`src/ppci_pkg.sv`:
```
// Shared types, constants and the CRC-32 byte update for the pHYs chunk inserter.
package ppci_pkg;

  localparam int unsigned PosW       = 6;
  localparam int unsigned IdxW       = 5;
  localparam int unsigned PpmW       = 32;

  localparam logic [PosW-1:0] InsertAt   = 6'd33;
  localparam logic [IdxW-1:0] ChunkLast  = 5'd20;

  // Byte positions inside the 21-byte pHYs chunk.
  localparam logic [IdxW-1:0] IdxLen3    = 5'd3;
  localparam logic [IdxW-1:0] IdxTagP    = 5'd4;
  localparam logic [IdxW-1:0] IdxTagH    = 5'd5;
  localparam logic [IdxW-1:0] IdxTagY    = 5'd6;
  localparam logic [IdxW-1:0] IdxTagS    = 5'd7;
  localparam logic [IdxW-1:0] IdxPx0     = 5'd8;
  localparam logic [IdxW-1:0] IdxPx1     = 5'd9;
  localparam logic [IdxW-1:0] IdxPx2     = 5'd10;
  localparam logic [IdxW-1:0] IdxPx3     = 5'd11;
  localparam logic [IdxW-1:0] IdxPy0     = 5'd12;
  localparam logic [IdxW-1:0] IdxPy1     = 5'd13;
  localparam logic [IdxW-1:0] IdxPy2     = 5'd14;
  localparam logic [IdxW-1:0] IdxPy3     = 5'd15;
  localparam logic [IdxW-1:0] IdxUnit    = 5'd16;
  localparam logic [IdxW-1:0] IdxCrc0    = 5'd17;
  localparam logic [IdxW-1:0] IdxCrc1    = 5'd18;
  localparam logic [IdxW-1:0] IdxCrc2    = 5'd19;
  localparam logic [IdxW-1:0] IdxCrc3    = 5'd20;

  localparam logic [7:0]  DataLen   = 8'd9;
  localparam logic [7:0]  UnitMetre = 8'd1;
  localparam logic [31:0] CrcPoly   = 32'hEDB88320;
  localparam logic [31:0] CrcOnes   = 32'hFFFFFFFF;

  typedef struct packed {
    logic            start;
    logic            advance;
    logic            last;
    logic [PpmW-1:0] ppm;
  } gen_ctl_t;

  typedef struct packed {
    logic       active;
    logic [7:0] data;
    logic       last;
  } gen_st_t;

  // Reflected CRC-32 update over one byte, one bit per step.
  function automatic logic [31:0] crc_byte(input logic [31:0] crc_in, input logic [7:0] b);
    logic [31:0] c;
    c = crc_in ^ {24'd0, b};
    for (int k = 0; k < 8; k++) begin
      c = c[0] ? (CrcPoly ^ (c >> 1)) : (c >> 1);
    end
    return c;
  endfunction

endpackage

```
`src/png_phys_chunk_inserter_unit.sv`:
```
// Top level of the PNG pHYs chunk inserter: byte counter, config register, output register.
// An accepted byte is registered and appears on the output in the following cycle.
// Throughput: one byte per cycle while the output is not stalled; after the 33rd byte of a
// stream with a nonzero resolution the 21 chunk bytes follow at that rate, input held off.
// The chunk CRC is built one byte per cycle as the chunk streams out, unless it stalls.
// Reset clears the byte counter, the resolution register and the output valid.
module png_phys_chunk_inserter_unit import ppci_pkg::*; (
  input  logic            clk_i,
  input  logic            rst_ni,
  input  logic            cfg_we_i,
  input  logic [PpmW-1:0] cfg_wdata_i,
  input  logic            in_valid_i,
  output logic            in_ready_o,
  input  logic [7:0]      in_byte_i,
  input  logic            in_last_i,
  output logic            out_valid_o,
  input  logic            out_ready_i,
  output logic [7:0]      out_byte_o,
  output logic            out_last_o
);

  logic [PpmW-1:0] ppm_q;
  logic [PosW-1:0] pos_q, pos_d;
  logic            out_valid_q, out_valid_d;
  logic [7:0]      out_byte_q;
  logic            out_last_q;
  logic            load_en;
  logic            in_fire;
  logic            insert;
  gen_ctl_t        gen_ctl;
  gen_st_t         gen_st;

  // The output register can take a new byte when it is empty or being drained.
  assign load_en    = !out_valid_q || out_ready_i;
  // While the chunk is streaming, the chunk owns the output register.
  assign in_ready_o = load_en && !gen_st.active;
  assign in_fire    = in_valid_i && in_ready_o;

  // The 33rd byte of a stream triggers the chunk when a resolution is set.
  assign insert = in_fire && (pos_q == InsertAt - 1'b1) && (ppm_q != '0);

  always_comb begin
    pos_d = pos_q;
    if (in_fire) begin
      if (in_last_i) begin
        pos_d = '0;
      end else if (pos_q < InsertAt) begin
        pos_d = pos_q + 1'b1;
      end
    end
  end

  assign gen_ctl.start   = insert;
  assign gen_ctl.advance = load_en && gen_st.active;
  assign gen_ctl.last    = in_last_i;
  assign gen_ctl.ppm     = ppm_q;

  ppci_chunk_gen u_chunk_gen (
    .clk_i  (clk_i),
    .rst_ni (rst_ni),
    .ctl_i  (gen_ctl),
    .st_o   (gen_st)
  );

  always_comb begin
    out_valid_d = out_valid_q;
    if (load_en) begin
      out_valid_d = gen_st.active || in_fire;
    end
  end

  always_ff @(posedge clk_i or negedge rst_ni) begin
    if (!rst_ni) begin
      ppm_q       <= '0;
      pos_q       <= '0;
      out_valid_q <= 1'b0;
    end else begin
      if (cfg_we_i) begin
        ppm_q <= cfg_wdata_i;
      end
      pos_q       <= pos_d;
      out_valid_q <= out_valid_d;
    end
  end

  // Payload: chunk bytes take priority; the triggering byte never carries last.
  always_ff @(posedge clk_i) begin
    if (load_en) begin
      if (gen_st.active) begin
        out_byte_q <= gen_st.data;
        out_last_q <= gen_st.last;
      end else if (in_fire) begin
        out_byte_q <= in_byte_i;
        out_last_q <= in_last_i && !insert;
      end
    end
  end

  assign out_valid_o = out_valid_q;
  assign out_byte_o  = out_byte_q;
  assign out_last_o  = out_last_q;

`ifndef NO_ASSERTIONS
  a_no_input_during_chunk: assert property (@(posedge clk_i) disable iff (!rst_ni)
    gen_st.active |-> !in_ready_o)
    else $error("input accepted while the chunk is streaming");

  a_start_activates: assert property (@(posedge clk_i) disable iff (!rst_ni)
    gen_ctl.start |=> gen_st.active)
    else $error("chunk did not start after the trigger byte");

  a_pos_saturates: assert property (@(posedge clk_i) disable iff (!rst_ni)
    pos_q <= InsertAt)
    else $error("byte counter passed its saturation point");

  a_chunk_fills_output: assert property (@(posedge clk_i) disable iff (!rst_ni)
    (gen_st.active && load_en) |=> out_valid_o)
    else $error("chunk byte not loaded into the output register");
`endif

endmodule

```
`src/ppci_chunk_gen.sv`:
```
// Byte sequencer for the pHYs chunk with a running CRC-32 over tag and data.
module ppci_chunk_gen import ppci_pkg::*; (
  input  logic     clk_i,
  input  logic     rst_ni,
  input  gen_ctl_t ctl_i,
  output gen_st_t  st_o
);

  logic            active_q, active_d;
  logic [IdxW-1:0] idx_q, idx_d;
  logic [31:0]     crc_q, crc_d;
  logic [PpmW-1:0] ppm_q;
  logic            last_q;
  logic [31:0]     crc_fin;
  logic [7:0]      data;

  assign crc_fin = crc_q ^ CrcOnes;

  always_comb begin
    case (idx_q)
      IdxLen3: data = DataLen;
      IdxTagP: data = 8'h70;
      IdxTagH: data = 8'h48;
      IdxTagY: data = 8'h59;
      IdxTagS: data = 8'h73;
      IdxPx0, IdxPy0: data = ppm_q[31:24];
      IdxPx1, IdxPy1: data = ppm_q[23:16];
      IdxPx2, IdxPy2: data = ppm_q[15:8];
      IdxPx3, IdxPy3: data = ppm_q[7:0];
      IdxUnit: data = UnitMetre;
      IdxCrc0: data = crc_fin[31:24];
      IdxCrc1: data = crc_fin[23:16];
      IdxCrc2: data = crc_fin[15:8];
      IdxCrc3: data = crc_fin[7:0];
      default: data = 8'd0;
    endcase
  end

  always_comb begin
    active_d = active_q;
    idx_d    = idx_q;
    crc_d    = crc_q;
    if (ctl_i.start) begin
      active_d = 1'b1;
      idx_d    = '0;
      crc_d    = CrcOnes;
    end else if (ctl_i.advance && active_q) begin
      idx_d = idx_q + 1'b1;
      if (idx_q >= IdxTagP && idx_q <= IdxUnit) begin
        crc_d = crc_byte(crc_q, data);
      end
      if (idx_q == ChunkLast) begin
        active_d = 1'b0;
      end
    end
  end

  always_ff @(posedge clk_i or negedge rst_ni) begin
    if (!rst_ni) begin
      active_q <= 1'b0;
      idx_q    <= '0;
    end else begin
      active_q <= active_d;
      idx_q    <= idx_d;
    end
  end

  always_ff @(posedge clk_i) begin
    crc_q <= crc_d;
    if (ctl_i.start) begin
      ppm_q  <= ctl_i.ppm;
      last_q <= ctl_i.last;
    end
  end

  assign st_o.active = active_q;
  assign st_o.data   = data;
  assign st_o.last   = last_q && (idx_q == ChunkLast);

endmodule

```
`config.mk`:
```
export PLATFORM = sky130hd
export DESIGN_NAME = png_phys_chunk_inserter_unit
export DESIGN_NICKNAME = d
export VERILOG_FILES = /design/src/ppci_pkg.sv /design/src/png_phys_chunk_inserter_unit.sv /design/src/ppci_chunk_gen.sv
export SDC_FILE = /design/constraint.sdc
export NUM_CORES = 1
export LEC_CHECK = 0
export BUFFER_PORTS_ARGS = -buffer_cell sky130_fd_sc_hd__buf_2
export CAP_MARGIN = 10
export CORE_MARGIN = 2
export CORE_UTILIZATION = 45
export DETAILED_ROUTE_END_ITERATION = 10
export PLACE_DENSITY_LB_ADDON = 0.2
export SKIP_LAST_GASP = 1
export SYNTH_ARGS = -nofsm -noshare
export SYNTH_HDL_FRONTEND = slang
export SYNTH_SLANG_ARGS = --single-unit
```
`constraint.sdc`:
```
create_clock -name clk_i -period 3.3 [get_ports clk_i]
set_input_delay 0.165 -clock clk_i [delete_from_list [all_inputs] [get_ports clk_i]]
set_output_delay 0.165 -clock clk_i [all_outputs]
set_load 0.1 [all_outputs]
```
==> impl_metrics.env <==
export IMPL_gr_usage_all_layers=0.217
export IMPL_ys_flop_type="sky130_fd_sc_hd__dfrtp_1"
export IMPL_min_delay_path_class="primary input to register"
export IMPL_post_synth_top_area_fraction=0.215
export IMPL_worstPathArrival_ps=3500
export IMPL_num_io_pins=57
export IMPL_async_reset_ff_frac=0.378
export IMPL_syn_to_final_growth_pct=28.4
export IMPL_setup_repair_after_global_routing_missed_its_margin="true"
export IMPL_path_cells="ha_1 -> and3_1 -> ha_1 -> or2_0 -> buf_4 -> a2111oi_4 -> xnor2_2 -> xnor3_2 -> xnor3_2 -> xnor3_1 -> o211ai_2"
export IMPL_crit_fanout=6
export IMPL_ys_top_cells_by_count="sky130_fd_sc_hd__dfrtp_1, sky130_fd_sc_hd__nand2_1, sky130_fd_sc_hd__edfxtp_1"
export IMPL_synth_compound_area_share=0.129
export IMPL_synthXorXnorAreaFrac=0.139
export IMPL_yosys_area_share_adder=0.0149
export IMPL_timing_final_crit_period_ps=3160
export IMPL_path_class="register to register"
export IMPL_tritoncts_clock_tree="yes"
export IMPL_crit_start="u_chunk_gen.idx_q[0]"
export IMPL_fmax_ghz=0.316
export IMPL_layout_drive_gt1_share=0.293
export IMPL_portBuffers=56
export IMPL_max_slew_worst_pin_slew_ps=1020
export IMPL_timing_critical_path_depth=11
export IMPL_clock_tree_buffer_depth=2
export IMPL_maxCapViolations=0
export IMPL_grt_antenna_before_repair=0
export IMPL_grt_first_pass_wirelength_um=23100
export IMPL_fin_nets=658
export IMPL_r2r_cells=11
export IMPL_ant_nets_after_route=0
export IMPL_yosysMostFrequentCell="sky130_fd_sc_hd__dfrtp_1"
export IMPL_cp_top_family="XOR/XNOR gates"
export IMPL_dr_total_vias=4212
export IMPL_path_buf_inv=1
export IMPL_yosys_top_cells_area="sky130_fd_sc_hd__edfxtp_1, sky130_fd_sc_hd__dfrtp_1, sky130_fd_sc_hd__dfxtp_1, sky130_fd_sc_hd__mux2_2, sky130_fd_sc_hd__xnor2_1"
export IMPL_die_ar_um2=14000
export IMPL_remaining_drc_errors=0
export IMPL_cp_endpoint="u_chunk_gen.crc_q[19]"
export IMPL_fin_area_um2=7540
export IMPL_worst_r2r_startpoint="u_chunk_gen.idx_q[0]"
export IMPL_cts_max_level=4
export IMPL_overflow=0
export IMPL_synth_nets=540
export IMPL_synth_sequential_area_ratio=0.516
export IMPL_ys_warnings_count=0
export IMPL_slew_limit_headroom=0.322
export IMPL_run_status="complete, no violations"
export IMPL_post_synth_mux_area_share=0.0672
export IMPL_largest_family_of_logic_cells_by_synthesized_area="XOR/XNOR gates"
export IMPL_timing_rr_end="u_chunk_gen.crc_q[19]"
export IMPL_maximum_number_of_pins_on_one_net_before_global_route_repair=60
export IMPL_clock_root_buffer="sky130_fd_sc_hd__clkbuf_16"
export IMPL_clk_insertion_delay_late_ps=420
export IMPL_die_height_um=118
export IMPL_dpl_cell_area_um2=6510
export IMPL_cp_end_kind="register"
export IMPL_numCtsBuffers=17
export IMPL_syn_instance_count=487
export IMPL_floorplan_core_area_um2=12700
export IMPL_ys_seq_elements=119
export IMPL_detailedPlacementHpwl_um=10200
export IMPL_drt_initial_drc_count=342
export IMPL_routedWlPerCell_um=18.2
export IMPL_crit_path_max_incr_delay_ps=440
export IMPL_setup_reg_to_reg_worst_slack_ps=140
export IMPL_grt_pass1_vias=4307
export IMPL_post_drt_via_cell_ratio=5.33
export IMPL_min_delay_start="in_last_i"
export IMPL_setup_violations_final=0
export IMPL_synth_area_leader_cell="sky130_fd_sc_hd__edfxtp_1"
export IMPL_number_of_enable_type_register_cells_in_the_synthesized_netlist=42
export IMPL_cpMaxStageDelayCell="sky130_fd_sc_hd__dfrtp_2"
export IMPL_worst_hold_slack_ps=80.1
export IMPL_cts_reportedPaths_clkPinSlew_ps=60
export IMPL_min_period_over_period=0.958
export IMPL_data_required_time_of_the_critical_path_ps=3640
export IMPL_timing_critical_path_from_type="register"
export IMPL_numClockSinks=119
export IMPL_worst_clock_skew_ps=14.0
export IMPL_n_antenna_cell=0
export IMPL_post_synth_and_or_nand_nor_area_fraction=0.107
export IMPL_start_util=0.463
export IMPL_firstDrtPassIters=5
export IMPL_synth_area_per_cell_um2=12.0
export IMPL_hold_viol=0
export IMPL_finalMaxSlewViolations=0
export IMPL_mappedNetlistArea_um2=5870
export IMPL_placementRows=41
export IMPL_drt_total_wl_um=14400
export IMPL_last_weighted_congestion_value_of_the_routability_driven_placer=0.858
export IMPL_dieWidth_um=118
export IMPL_ys_types=68
how the worst min path moves through the flow:
stage	endpoint	slack [ps]	depth (start not counted)
after floorplan	out_valid_o	-130	0
after global placement	ppm_q[21]	380	1
after detailed placement	ppm_q[18]	390	1
after CTS	u_chunk_gen.last_q	60	1
after global routing	u_chunk_gen.last_q	80	1
final	pos_q[5]	80	2
through the flow:
stage	util	TNS (ps)	worst slack (ps)	std cells
floorplan	-	0	15.8	487
global placement	0.514	-99.8	-58.6	722
detailed placement	0.514	-278	-79.7	722
CTS	0.590	0	19.9	789
global route	0.595	-6.51	-6.51	790
finish	0.595	0	140	790
cell type report:
| class | count | area [µm²] |
|---|---|---|
| clock buffer | 20 | 457 |
| clock inverter | 12 | 140 |
| fill | 1032 | 5130 |
| inverter | 10 | 37.5 |
| multi-input combinational | 332 | 2770 |
| sequential | 119 | 3030 |
| tap | 172 | 215 |
| timing repair buffer | 125 | 883 |
flip-flops by register name (all words and copies together) (netlist names):
signal,cells
ppm_q,32
u_chunk_gen.crc_q,32
u_chunk_gen.ppm_q,32
out_byte_o,8
pos_q,6
u_chunk_gen.idx_q,5
out_last_o,1
out_valid_o,1
u_chunk_gen.active_q,1
u_chunk_gen.last_q,1
cell usage in the layout (no fill, tap or decap), types with 4 or more instances in the layout:
| cell type | netlist | final |
|---|---|---|
| sky130_fd_sc_hd__o21ai_0 | 9 | 9 |
| sky130_fd_sc_hd__buf_2 | 6 | 56 |
| sky130_fd_sc_hd__nand2b_1 | 6 | 6 |
| sky130_fd_sc_hd__inv_1 | 10 | 10 |
| sky130_fd_sc_hd__dfxtp_1 | 32 | 32 |
| sky130_fd_sc_hd__mux2_2 | 32 | 32 |
| sky130_fd_sc_hd__o211ai_1 | 28 | 28 |
| sky130_fd_sc_hd__nor2b_1 | 5 | 5 |
| sky130_fd_sc_hd__nand3_1 | 4 | 4 |
| sky130_fd_sc_hd__xnor3_2 | 1 | 4 |
| sky130_fd_sc_hd__inv_6 | 0 | 4 |
| sky130_fd_sc_hd__nor2_1 | 30 | 29 |
| sky130_fd_sc_hd__nor4_1 | 8 | 8 |
| sky130_fd_sc_hd__dfrtp_1 | 45 | 43 |
| sky130_fd_sc_hd__dlygate4sd3_1 | 0 | 34 |
| sky130_fd_sc_hd__a22oi_1 | 5 | 5 |
| sky130_fd_sc_hd__o22ai_1 | 11 | 11 |
| sky130_fd_sc_hd__edfxtp_1 | 42 | 42 |
| sky130_fd_sc_hd__ha_1 | 7 | 6 |
| sky130_fd_sc_hd__xnor2_2 | 5 | 5 |
| sky130_fd_sc_hd__xnor2_1 | 32 | 30 |
| sky130_fd_sc_hd__xnor3_1 | 9 | 6 |
| sky130_fd_sc_hd__a21oi_1 | 13 | 13 |
| sky130_fd_sc_hd__nand2_1 | 44 | 44 |
| sky130_fd_sc_hd__xor2_1 | 16 | 15 |
| sky130_fd_sc_hd__a31oi_1 | 7 | 7 |
| sky130_fd_sc_hd__buf_4 | 2 | 35 |
| sky130_fd_sc_hd__clkbuf_16 | 0 | 17 |
cell families (layout without fill, tap and decap cells):
group | count (synthesis) | count (layout)
AO/OA/AOI/OAI | 101 | 101
XOR/XNOR | 67 | 67
adder cells (fa/ha/maj) | 7 | 7
buffers and inverters | 36 | 167
flip-flops | 119 | 119
multiplexers | 35 | 35
AND/OR/NAND/NOR | 122 | 122
what timing repair did:
action / CTS / global route
setup buffers: 1 / 1
pin swaps: 3 / 7
hold buffers: 34 / 0
setup endpoints to repair: 5 / 21
gates resized for setup: 4 / 8
hold endpoints to repair: 78 / 0
routing by layer:
| metal | track usage | routed length (µm) |
|---|---|---|
| met1 | 0.276 | 6260 |
| met4 | 0.0828 | 285 |
| met3 | 0.0502 | 630 |
| met2 | 0.359 | 7200 |
| met5 | 0 | 0 |
Power is left out: the tool's default activity adds up to more than one toggle a clock period on the data nets, which glitch-free logic cannot reach.
